## src/rtl/core/cra_pkg.sv

```systemverilog
// Shared types, constants and helper functions of the channel range autocalibrator.
// Depends on nothing; every other file in rtl/core refers to it by scoped names.
package cra_pkg;

	localparam int CHANNELS = 16;
	localparam int CH_W = (CHANNELS > 1) ? $clog2(CHANNELS) : 1;
	localparam int DATA_W = 32;
	localparam int SH_CNT_W = $clog2(DATA_W) + 1;
	localparam int TBITS_W = 5;

	typedef logic [DATA_W-1:0] data_t;
	typedef logic [7:0] byte_t;
	typedef logic [1:0] op_t;
	typedef logic [1:0] status_t;
	typedef logic [CH_W-1:0] ch_idx_t;
	typedef logic [TBITS_W-1:0] tbits_t;
	typedef logic [SH_CNT_W-1:0] sh_cnt_t;

	localparam op_t OP_RESTART = 2'd0;
	localparam op_t OP_SETUP = 2'd1;
	localparam op_t OP_SAMPLE = 2'd2;
	localparam op_t OP_CALIBRATE = 2'd3;

	localparam status_t ST_OK = 2'd0;
	localparam status_t ST_EMPTY = 2'd1;
	localparam status_t ST_INVERTED = 2'd2;
	localparam status_t ST_DISABLED = 2'd3;

	localparam data_t ALL_ONES = {DATA_W{1'b1}};
	localparam data_t ALL_ZEROS = {DATA_W{1'b0}};
	localparam sh_cnt_t SHIFT_LIMIT = sh_cnt_t'(DATA_W);
	localparam tbits_t TBITS_RESET = tbits_t'(16);

	// Write side of the per-channel store.
	typedef struct packed {
		logic    restart;
		logic    setup;
		logic    sample;
		logic    calib_wb;
		ch_idx_t ch;
		data_t   sample_value;
		logic    last_sample;
		byte_t   source;
		byte_t   shift;
		data_t   offset;
	} store_wr_t;

	// Read side of the per-channel store.
	typedef struct packed {
		data_t minimum;
		data_t maximum;
		logic  enabled;
		byte_t source;
		data_t offset;
		byte_t shift;
	} store_rd_t;

	typedef struct packed {
		logic  start;
		data_t range;
		data_t minimum;
		data_t margin;
		data_t target;
	} unit_req_t;

	typedef struct packed {
		logic  done;
		byte_t shift;
		data_t offset;
	} unit_rsp_t;

	function automatic data_t full_of(input tbits_t tb);
		return (data_t'(1) << tb) - data_t'(1);
	endfunction

	function automatic data_t margin_of(input tbits_t tb);
		return full_of(tb) >> 2;
	endfunction

	function automatic data_t target_of(input tbits_t tb);
		return full_of(tb) - (margin_of(tb) << 1);
	endfunction

endpackage

```

## src/rtl/core/cra_shift_unit.sv

```systemverilog
// Iterative shift search: one compare and one-bit right shift per cycle.
// Also forms the floored offset when a search starts. Depends on cra_pkg.
module cra_shift_unit (
	input  logic               clk,
	input  logic               arst_n,
	input  cra_pkg::unit_req_t req,
	output cra_pkg::unit_rsp_t rsp
);

	logic             busy_q;
	cra_pkg::data_t   rem_q;
	cra_pkg::data_t   target_q;
	cra_pkg::data_t   off_q;
	cra_pkg::sh_cnt_t cnt_q;
	logic             step;

	// Keep shifting while the range still exceeds the target and fewer than
	// a full word of shifts have been taken.
	assign step = (cnt_q != cra_pkg::SHIFT_LIMIT) && (rem_q > target_q);

	always_ff @(posedge clk or negedge arst_n) begin
		if (!arst_n) begin
			busy_q <= 1'b0;
		end else if (req.start) begin
			busy_q <= 1'b1;
		end else if (busy_q && !step) begin
			busy_q <= 1'b0;
		end
	end

	always_ff @(posedge clk) begin
		if (req.start) begin
			rem_q    <= req.range;
			target_q <= req.target;
			cnt_q    <= '0;
			off_q    <= (req.minimum > req.margin) ? (req.minimum - req.margin)
				: cra_pkg::ALL_ZEROS;
		end else if (busy_q && step) begin
			rem_q <= rem_q >> 1;
			cnt_q <= cnt_q + cra_pkg::sh_cnt_t'(1);
		end
	end

	always_comb begin
		rsp.done   = busy_q && !step;
		rsp.shift  = cra_pkg::byte_t'(cnt_q);
		rsp.offset = off_q;
	end

endmodule

```

## config.mk

```make
export PLATFORM = sky130hd
export DESIGN_NAME = cra_shift_unit
export DESIGN_NICKNAME = d
export VERILOG_FILES = /design/src/rtl/core/cra_pkg.sv /design/src/rtl/core/cra_shift_unit.sv
export SDC_FILE = /design/constraint.sdc
export NUM_CORES = 1
export LEC_CHECK = 0
export BUFFER_PORTS_ARGS = -buffer_cell sky130_fd_sc_hd__buf_4
export CAP_MARGIN = 25
export CORE_MARGIN = 8
export CORE_UTILIZATION = 48
export CTS_CLUSTER_DIAMETER = 80
export DETAILED_ROUTE_END_ITERATION = 12
export PLACE_DENSITY = 0.82
export SETUP_SLACK_MARGIN = 0.05
export SYNTH_ARGS = -nofsm -noshare
export SYNTH_HDL_FRONTEND = slang
export SYNTH_SLANG_ARGS = --single-unit
```

## constraint.sdc

```tcl
create_clock -name clk -period 2.9 [get_ports clk]
set_input_delay 0.435 -clock clk [delete_from_list [all_inputs] [get_ports clk]]
set_output_delay 0.435 -clock clk [all_outputs]
set_load 0.1 [all_outputs]
```

After elaboration in Yosys (flattened, before gate mapping)
Cells that the tools add are included.

storage, ports and cells
  register bits after elaboration = 103
  bits in latches = 0
  memories = 0
  memory bits (writable) = 0
  input bits = 131
  logic and storage cells = 20
  output and inout port bits = 41
  memory bits (read-only) = 0

cells by class
  multipliers = 0
  order comparisons = 2
  bitwise operators = 0
  reductions and logical operators = 6
  mux-type cells = 4
  equal/unequal tests = 1
  shift operators = 0
  add/sub/neg operators = 2
  divide/modulo/power cells = 0

operator list
  operator                                      number
  > comparator 32 bit                           2
  2-to-1 mux 32 bit                             2
  subtractor 32 bit                             1
  adder 6 x 1 -> 6 bit (second input constant)  1
  != test 6 bit (second input constant)         1
  nonzero test 2 bit                            2
  logical AND 1 bit                             3
  2-to-1 mux 1 bit                              2
  zero test 1 bit                               1

Logic depth before layout (Yosys ltp)
Gate-level depths: netlist (run 1).

  word-level depth = 6
  depth in mapped cells = 12
  depth with buffers taken out = 11

Worst setup path after synthesis (run 1)
Ideal clock, no wire load.

  kind = flip-flop to output port
  start point = reg rem_q[13]
  end point = out rsp[40] (netlist bit)
  stages on the path, launching flop included = 8
  required time = 2.465 ns
  arrival = 3.587 ns
  buffers on the path = 0
  setup slack = -1.122 ns
  path through = edfxtp_1 ha_1 a21o_1 a21o_1 a21oi_1 o211ai_1 a21o_1 a21boi_0

RTL lines
  item                      RTL line              RTL
  start: declaration        cra_shift_unit.sv:11  cra_pkg::data_t rem_q;
  start signal: assignment  cra_shift_unit.sv:33  rem_q <= req.range;
  start signal: assignment  cra_shift_unit.sv:39  rem_q <= rem_q >> 1;
  end: declaration          cra_shift_unit.sv:7   output cra_pkg::unit_rsp_t rsp

==> summary.md, run 1 <==
| Metric | Value |
|---|---|
| Run status | completed |
| Final setup TNS | 0 ps |
| Vias in the first global route | between 5000 and 6000 |
| Synth Instances | about 600 |
| Routability-driven placement congestion ratio | around 0.94 |
| Element type at the critical path end | output port |
| Post-route minimum period | about 2800 ps |
| WL/cell | 16.8 um |
| Hold Fails Final Rpt | 0 |
| Register area share after synthesis | 0.469 |
| Multi-input gate area | 0.00306 mm2 |
| HPWL after DPL | about 14000 um |
| First-pass GRT wire length | approximately 27000 um |
| Post-Place Cell Area | 0.00815 mm2 |
| DRT Wirelength | ~17000 um |
| Setup WS post-layout | approximately 110 ps |
| Hold Path Class | input port to register |
| Most common cell in the netlist | edfxtp_1 |
| Fin. max-slew vios | 0 |
| Fin util | 0.645 |
| Clk Tree Root Cell | clkbuf_16 |
| Final Net Count | 1004 |
| CTS tree | built |
| Filler cell count | roughly 1000 |
| Via count | 5269 |
| Endpoints failing setup | 0 |
| Place WS | -296 ps |
| Critical Path Source Type | register |
| Layout cells sized above 1 | 0.335 |
| Post-synth ARST share | 0.00971 |
| Die W | 132 um |
| Port Buffers | roughly 170 |
| Critical path class | register to output port |
| P per Cell Area | between 500 and 600 mW/mm2 |
| Inserted Diodes | 0 |
| Clk slew on worst S/H paths | approximately 70 ps |
| Clock Skew | slightly above 9 ps |
| Io pins | 172 |
| Worst hold margin | 264 ps |
| Max Clock Freq | about 360 MHz |
| ANT nets after route | 0 |
| Core Region | about 0.013 mm2 |
| Max IR drop VDD | 0.315 mV |
| Placement Rows | 42 |
| Area Growth Syn to Fin | 31.7% |
| Clock Path Buffers | 2 |
| Die area | roughly 0.017 mm2 |
| Unique masters post-synth | between 60 and 70 |
| Yosys reg bits | ~100 |
| Cells on worst reg2reg path | 10 |
| 1st-pass router iterations | 4 |
| Top_reg_cell synth | edfxtp_1 |
| GRT Total Usage | 0.189 |
| Post-synth EDFFs | 96 |
| Synth area leaders | edfxtp_1 45%, ha_1 13%, mux2_2 5.4%, inv_1 4.6%, a21oi_1 3.6% |
| Critical Path AT | 2360 ps |
| Initial Util | 0.490 |
| Die extent in y | 132 um |
| Worst hold stages | 1 |
| Share of the synthesized area in the top cell type | 0.446 |
| Initial antenna violation count | 0 |
| Critical Path RT | ~2500 ps |
| Mapped Avg Cell Area | approximately 11 um2 |
| Pleak | 0.00388 uW |
| DR vias/cell | around 5.3 |
| CTS buffer count | 9 |
| H-tree depth | 3 |
| Crit-path max FO | 2 |
| Skew-Pair Late Insertion Delay | about 340 ps |
| Unrepaired setup endpoints after global routing | true |
| DRC | 0 |
| MaxCap Viol Count | 0 |
| Gr ovfl total | 0 |
| Period utilisation layout | 0.964 |
| 1st-iter DRT viols | between 300 and 400 |
| Synth Warn # | 0 |
| Sequential standard cell area | roughly 0.0030 mm2 |
| Finished Cell Area | 0.00851 mm2 |
| Sink Count | between 100 and 150 |
| Synthesized cell area | around 0.0065 mm2 |
| Synth top cells by count | 96 x edfxtp_1, 79 x inv_1, 66 x ha_1 |
| Leading area contributor after synthesis | edfxtp_1 |
| Largest net degree at the start of global routing | between 40 and 50 |
==> repair_timing <==
| action | CTS | global route |
|---|---|---|
| endpoints found under the setup margin | 1 | 20 |
| hold endpoints to repair | 1 | 0 |
| buffers inserted | 2 | 1 |
| hold buffers | 1 | 0 |
| pin swaps | 2 | 3 |
| resized for setup | 2 | 6 |
==> worst max-delay path, stage by stage (launching register included) <==
cell	delay, ps
edfxtp_1	400
ha_1	330
a21o_1	160
a21o_1	170
a21oi_1	180
o211ai_1	180
a21o_1	220
a21boi_2	180
buf_12	200
==> path summary, 6_finish.rpt <==
path | to | from | slack (ps)
max in group asynchronous | busy_q$_DFFE_PN0P_ | arst_n | 2410
max | rsp[40] | rem_q[13]$_DFFE_PP_ | 110
min | target_q[13]$_DFFE_PP_ | req[13] | 260
min in group asynchronous | busy_q$_DFFE_PN0P_ | arst_n | 410
min reg2reg | cnt_q[4]$_SDFFE_PP0P_ | cnt_q[4]$_SDFFE_PP0P_ | 520
max reg2reg | cnt_q[5]$_SDFFE_PP0P_ | rem_q[7]$_DFFE_PP_ | 150
==> flip-flops by register name (all words and copies together), names as in the netlist <==
name,cells
off_q,32
rem_q,32
target_q,32
cnt_q,6
busy_q,1
==> placed cells by master, fill, tap and decap left out, drive strengths merged, types with 6 or more instances in the layout <==
cell / count
dfxtp: 6
nand2: 24
xnor2: 17
nor2: 44
clkbuf: 9
o211ai: 7
nor2b: 7
xor2: 9
mux2: 31
nand4: 12
o21ai: 28
inv: 80
buf: 207
nand3: 11
a21oi: 48
or3: 8
a31oi: 7
ha: 66
edfxtp: 96
nor3: 7
a21o: 20
==> metrics by stage <==
stage          power [uW]  cells
6_report             4760    987
5_1_grt              4990    987
4_1_cts              4770    986
3_5_place_dp         3560    967
3_3_place_gp         3500    967
2_1_floorplan        3030    603
==> routing by layer <==
metal  global-route usage  vias up  wire length (um)
li1                     -     2586                 -
met1                0.220     2454              6860
met2                0.337      208              8500
met3               0.0427       21               988
met4               0.0574        0               254
met5                    0        -                 0
==> cells by family after synthesis <==
group / count (synthesis) / share of synthesized area
AND/OR/NAND/NOR: 136 / 0.107
other: 1 / 0.000580
adder cells (fa/ha/maj): 67 / 0.131
buffers and inverters: 95 / 0.0616
multiplexers: 32 / 0.0556
XOR/XNOR: 26 / 0.0352
flip-flops: 103 / 0.469
AO/OA/AOI/OAI: 142 / 0.141
==> cell type report <==
cell class | instances | area share
clock buffer | 9 | 0.0265
clock inverter | 7 | 0.00853
inverter | 79 | 0.0348
multi-input combinational | 405 | 0.360
sequential | 103 | 0.356
tap | 176 | 0.0259
timing repair buffer | 208 | 0.188
==> power by group <==
group	switching (uW)	internal (uW)
combinational	1020	625
sequential	82.5	1830
clock	528	670
(Power assumes the default switching activity.)
==> run 2, diff against run 1 <==
PLACE_DENSITY = 0.81   (was 0.82)
==> summary.md, run 2 (same netlist as run 1, synthesis figures left out) <==
| Metric | Value |
|---|---|
| Clk Tree Root Cell | clkbuf_16 (unchanged) |
| Die extent in y | 132 um (unchanged) |
| Clock Skew | 11.3 ps (was 9.14 ps) |
| Final Net Count | 1001 (was 1004) |
| Filler cell count | 1050 (was 1020) |
| HPWL after DPL | 13300 um (was 13600 um) |
| Endpoints failing setup | 0 (unchanged) |
| Crit-path max FO | 11 (was 2) |
| CTS tree | built (unchanged) |
| Element type at the critical path end | register (was output port) |
| Sink Count | 103 (unchanged) |
| Inserted Diodes | 0 (unchanged) |
| Port Buffers | 169 (unchanged) |
| Multi-input gate area | 0.00307 mm2 (was 0.00306 mm2) |
| Core Region | 0.0132 mm2 (unchanged) |
| Layout cells sized above 1 | 0.331 (was 0.335) |
| ANT nets after route | 0 (unchanged) |
| Max IR drop VDD | 0.310 mV (was 0.315 mV) |
| Clk slew on worst S/H paths | 70 ps (about the same) |
| Sequential standard cell area | 0.00303 mm2 (unchanged) |
| Critical Path Source Type | input port (was register) |
| Area Growth Syn to Fin | 30.7% (was 31.7%) |
| Clock Path Buffers | 2 (unchanged) |
| GRT Total Usage | 0.186 (was 0.189) |
| DRC | 0 (unchanged) |
| Commonest cells after routing, fill and taps aside | 203 x buf_4, 96 x edfxtp_1, 79 x inv_1, 66 x ha_1, 45 x a21oi_1 (was 204 x buf_4, 96 x edfxtp_1, 79 x inv_1, 66 x ha_1, 46 x a21oi_1) |
| MaxCap Viol Count | 0 (unchanged) |
| Post-route minimum period | 2790 ps (about the same) |
| Pleak | 0.00385 uW (was 0.00388 uW) |
| Most common library cell in the layout ignoring fill and taps | buf_4 (unchanged) |
| Io pins | 172 (unchanged) |
| Critical path class | input port to register (was register to output port) |
| Gr ovfl total | 0 (unchanged) |
| CTS buffer count | 9 (unchanged) |
| Initial Util | 0.490 (unchanged) |
| Run status | completed (unchanged) |
| Die area | 0.0174 mm2 (unchanged) |
| 1st-pass router iterations | 4 (unchanged) |
| Unrepaired setup endpoints after global routing | true (unchanged) |
| Initial antenna violation count | 0 (unchanged) |
| Critical Path RT | 3080 ps (was 2470 ps) |
| Largest net degree at the start of global routing | 42 (was 41) |
| Routability-driven placement congestion ratio | 0.930 (was 0.943) |
| P per Cell Area | 556 mW/mm2 (was 559 mW/mm2) |
| Cells on worst reg2reg path | 9 (was 10) |
| Max Clock Freq | 359 MHz (was 358 MHz) |
| DR vias/cell | 5.36 (was 5.34) |
| H-tree depth | 3 (unchanged) |
| Slew @ Worst Pin | 524 ps |
| Largest regs | off_q: 32 flops, rem_q: 32 flops, target_q: 32 flops (unchanged) |
| Worst hold stages | 1 (unchanged) |
| Period utilisation layout | 0.961 (was 0.964) |
| Hold Fails Final Rpt | 0 (unchanged) |
| Die W | 132 um (unchanged) |
| Hold Path Class | input port to register (unchanged) |
| Placement Rows | 42 (unchanged) |
| Post-Layout Cell Count | 982 (was 987) |
| Critical Path AT | 2960 ps (was 2360 ps) |
| DRT Wirelength | 16600 um (about the same) |
| WL/cell | 16.9 um (was 16.8 um) |
| First-pass GRT wire length | 26800 um (was 27200 um) |
| 1st-iter DRT viols | 463 (was 365) |
| Vias in the first global route | 5607 (was 5697) |
| Fin. max-slew vios | 0 (unchanged) |
| Skew-Pair Late Insertion Delay | 340 ps (about the same) |
| Placed Cells | 966 (was 967) |
| Fin util | 0.640 (was 0.645) |
| Slew headroom | 0.651 |
| Via count | 5260 (was 5269) |
run 2: per-stage QoR:
step | power (uW) | worst slack (ps) | area (um2) | hold WS (ps) | setup TNS, ps
global placement | 3490 | -115 | 8110 | 211 | -2450
detailed placement | 3540 | -242 | 8110 | 213 | -5640
CTS | 4690 | 68.0 | 8400 | 261 | 0
global route | 4910 | 11.9 | 8440 | 259 | 0
floorplan | 3030 | -385 | 6470 | 139 | -385
finish | 4690 | 114 | 8440 | 272 | 0
run 2: final cells by class:
type                            instances  share of cell area
Clock buffer                            9              0.0267
Clock inverter                          5             0.00608
Inverter                               79              0.0351
Multi-Input combinational cell        405               0.363
Sequential cell                       103               0.359
Tap cell                              176              0.0261
Timing Repair Buffer                  205               0.184
run 2: critical path: stages:
cell and delay [ps]:
buf_4 110, ha_1 210, fa_1 380, and2b_2 240, o31a_2 150, o21ai_2 70, o211ai_1 220, a2111oi_0 140
or3_1 400, a41o_4 290, buf_4 180, a21oi_1 130
run 2: worst paths after layout:
path / startpoint / endpoint / slack (ps)
max: req[32] / off_q[23]$_SDFFCE_PP0P_ / 110
min in group asynchronous: arst_n / busy_q$_DFFE_PN0P_ / 450
min: req[2] / target_q[2]$_DFFE_PP_ / 270
max reg2reg: rem_q[23]$_DFFE_PP_ / rem_q[29]$_DFFE_PP_ / 310
min reg2reg: cnt_q[4]$_SDFFE_PP0P_ / cnt_q[4]$_SDFFE_PP0P_ / 540
max in group asynchronous: arst_n / busy_q$_DFFE_PN0P_ / 2360
run 2: layer usage:
metal | share of wire | up-vias | track usage
met5 | 0 | - | 0
met4 | 0.023 | 0 | 0.0766
met3 | 0.060 | 33 | 0.0354
met2 | 0.49 | 230 | 0.318
met1 | 0.43 | 2420 | 0.225
li1 | - | 2577 | -
run 2: where the power goes:
group	total, uW	internal [uW]	switching (uW)
Clock	1150	654	496
Sequential	1910	1830	79.5
Combinational	1630	608	1020
run 2: timing repair:
action                                 4_1_cts  5_1_grt
gates resized for setup                      1        7
endpoints found under the hold margin        1        0
hold buffers                                 1        0
setup endpoints to repair                    1        5
buffers inserted                             0        1
pin swaps                                    0        2
==> run 3, diff against run 2 <==
BUFFER_PORTS_ARGS = not set   (was -buffer_cell sky130_fd_sc_hd__buf_4)
CORE_UTILIZATION = 50   (was 48)
DONT_BUFFER_PORTS = 1   (was not set)
PLACE_DENSITY = 0.72   (was 0.81)
==> summary.md, run 3 (same netlist as run 1, synthesis figures left out) <==
| Metric | Value |
|---|---|
| Clock Skew | 5.80 ps (was 11.3 ps) |
| Max Clock Freq | 363 MHz (was 359 MHz) |
| DRC | 0 (unchanged) |
| CTS buffer count | 9 (unchanged) |
| WL/cell | 18.9 um (was 16.9 um) |
| Routability-driven placement congestion ratio | 0.918 (was 0.930) |
| Crit-path max cell delay | 410 ps (was 400 ps) |
| Io pins | 172 (unchanged) |
| Slew headroom | 0.340 (was 0.651) |
| Largest net degree at the start of global routing | 105 (was 42) |
| Slowest-stage cell, CP | edfxtp_1 (was or3_1) |
| Element type at the critical path end | output port (was register) |
| Gr ovfl total | 0 (unchanged) |
| First-pass GRT wire length | 24000 um (was 26800 um) |
| Via count | 4598 (was 5260) |
| Area Growth Syn to Fin | 11.9% (was 30.7%) |
| Filler cell count | 1105 (was 1050) |
| CTS tree | built (unchanged) |
| 1st-iter DRT viols | 332 (was 463) |
| Vias in the first global route | 4742 (was 5607) |
| Clock Path Buffers | 2 (unchanged) |
| Crit-path max FO | 3 (was 11) |
| Critical Path RT | 2470 ps (was 3080 ps) |
| Most common library cell in the layout ignoring fill and taps | edfxtp_1 (was buf_4) |
| Core Region | 0.0126 mm2 (was 0.0132 mm2) |
| Critical Path AT | 2320 ps (was 2960 ps) |
| Buf/Inv on CP | 1 (was 2) |
| Clk Tree Root Cell | clkbuf_16 (unchanged) |
| Initial antenna violation count | 0 (unchanged) |
| Post-route minimum period | 2750 ps (was 2790 ps) |
| Layout cells sized above 1 | 0.158 (was 0.331) |
| Placed Cells | 793 (was 966) |
| Inserted Diodes | 0 (unchanged) |
| Endpoints failing setup | 0 (unchanged) |
| Sink Count | 103 (unchanged) |
| Largest regs | off_q: 32 flops, rem_q: 32 flops, target_q: 32 flops (unchanged) |
| DR vias/cell | 5.67 (was 5.36) |
| Die extent in y | 130 um (was 132 um) |
| Fin util | 0.573 (was 0.640) |
| Sw power | 1550 uW (was 1600 uW) |
| MaxCap Viol Count | 0 (unchanged) |
| Reg power frac | 0.501 (was 0.408) |
| Clk slew on worst S/H paths | 70 ps (about the same) |
| Pleak | 0.00306 uW (was 0.00385 uW) |
| Power Total | 4580 uW (was 4690 uW) |
| Family with the most delay on the worst path | compound AO/OA/AOI/OAI gates (unchanged) |
| Post-Place Cell Area | 0.00686 mm2 (was 0.00811 mm2) |
| Fin. max-slew vios | 0 (unchanged) |
| P per Cell Area | 634 mW/mm2 (was 556 mW/mm2) |
| Initial Util | 0.512 (was 0.490) |
| Placement Rows | 41 (was 42) |
| GRT Total Usage | 0.183 (was 0.186) |
| Internal Power | 3030 uW (was 3090 uW) |
| Critical Path Source Type | register (was input port) |
| DRT Wirelength | 15300 um (was 16600 um) |
| Commonest cells after routing, fill and taps aside | 96 x edfxtp_1, 78 x inv_1, 65 x ha_1, 47 x a21oi_1, 43 x nor2_1 (was 203 x buf_4, 96 x edfxtp_1, 79 x inv_1, 66 x ha_1, 45 x a21oi_1) |
| Max IR drop VDD | 0.385 mV (was 0.310 mV) |
| 1st-pass router iterations | 4 (unchanged) |
| Die W | 130 um (was 132 um) |
| Skew-Pair Late Insertion Delay | 340 ps (about the same) |
| Post-Layout Cell Count | 811 (was 982) |
| Worst path cell trace | ha_1 > a21oi_1 > o21a_1 > o211a_1 > o211ai_1 > a21o_1 > a21boi_2 > buf_12 (was buf_4 > ha_1 > fa_1 > and2b_2 > o31a_2 > o21ai_2 > o211ai_1 > a2111oi_0 > or3_1 > a41o_4 > buf_4 > a21oi_1) |
| Die area | 0.0168 mm2 (was 0.0174 mm2) |
| Port Buffers | 0 (was 169) |
| Period utilisation layout | 0.949 (was 0.961) |
| Hold Fails Final Rpt | 0 (unchanged) |
| Final Net Count | 832 (was 1001) |
| Clock power frac | 0.280 (was 0.245) |
| Gate power share | 0.219 (was 0.347) |
| Hold Path Class | input port to register (unchanged) |
| Critical path class | register to output port (was input port to register) |
| Run status | completed (unchanged) |
| ANT nets after route | 0 (unchanged) |
| Sw Ratio | 0.339 (was 0.340) |
| Finished Cell Area | 0.00723 mm2 (was 0.00844 mm2) |
| H-tree depth | 3 (unchanged) |
| Unrepaired setup endpoints after global routing | true (unchanged) |
| HPWL after DPL | 12100 um (was 13300 um) |
| Slew @ Worst Pin | 992 ps (was 524 ps) |
[run 3: worst paths after layout]
check	slack (ps)	from	endpoint	depth (start not counted)
max in group asynchronous	2440	arst_n	busy_q$_DFFE_PN0P_	1
min	190	req[1]	target_q[1]$_DFFE_PP_	0
max	150	rem_q[7]$_DFFE_PP_	rsp[40]	8
min reg2reg	590	cnt_q[0]$_SDFFE_PP0P_	cnt_q[0]$_SDFFE_PP0P_	3
max reg2reg	340	rem_q[7]$_DFFE_PP_	rem_q[1]$_DFFE_PP_	8
min in group asynchronous	330	arst_n	busy_q$_DFFE_PN0P_	1
[run 3: per-layer routing]
metal | routed length (um) | GRT usage | vias up
met4 | 328 | 0.0717 | 0
met2 | 7520 | 0.313 | 155
met3 | 1260 | 0.0563 | 24
li1 | - | - | 2250
met5 | 0 | 0 | -
met1 | 6190 | 0.211 | 2169
[run 3: repair_timing]
item,4_1_cts,5_1_grt
endpoints found under the hold margin,1,0
hold buffers,1,0
buffers inserted,0,1
endpoints found under the setup margin,1,30
pin swaps,2,5
resized for setup,4,4
gates cloned,0,0
[run 3: power by group through the flow]
| stage | logic (uW) | clock network (uW) | registers (uW) |
|---|---|---|---|
| finish | 1000 | 1290 | 2300 |
| global route | 1110 | 1370 | 2310 |
| CTS | 994 | 1320 | 2300 |
| detailed placement | 974 | 0 | 2330 |
| global placement | 947 | 0 | 2320 |
| floorplan | 707 | 0 | 2330 |
[run 3: area by class of cell]
cell class | instances | area (um2) | area share
multi-input cells | 405 | 3070 | 0.425
flip-flops and latches | 103 | 3030 | 0.419
repair buffers | 36 | 298 | 0.0412
inverters | 79 | 297 | 0.0410
clock buffers | 9 | 225 | 0.0311
well taps | 172 | 215 | 0.0298
clock inverters | 7 | 95.1 | 0.0131
[run 3: worst register-to-register path, stage by stage (launching register included)]
cell and delay, ps:
edfxtp_1 410, ha_1 350, nand4_1 170, nor4_2 390
a21oi_1 170, and2_1 190, a22oi_1 310, nand2b_2 120
buf_12 180
[run 3: stage by stage]
step / hold slack (ps) / setup TNS, ps / worst slack, ps
2_1_floorplan: 139 / -385 / -385
3_3_place_gp: 140 / -350 / -42.1
3_5_place_dp: 140 / -4260 / -209
4_1_cts: 169 / 0 / 59.5
5_1_grt: 163 / 0 / 36.0
6_report: 185 / 0 / 147
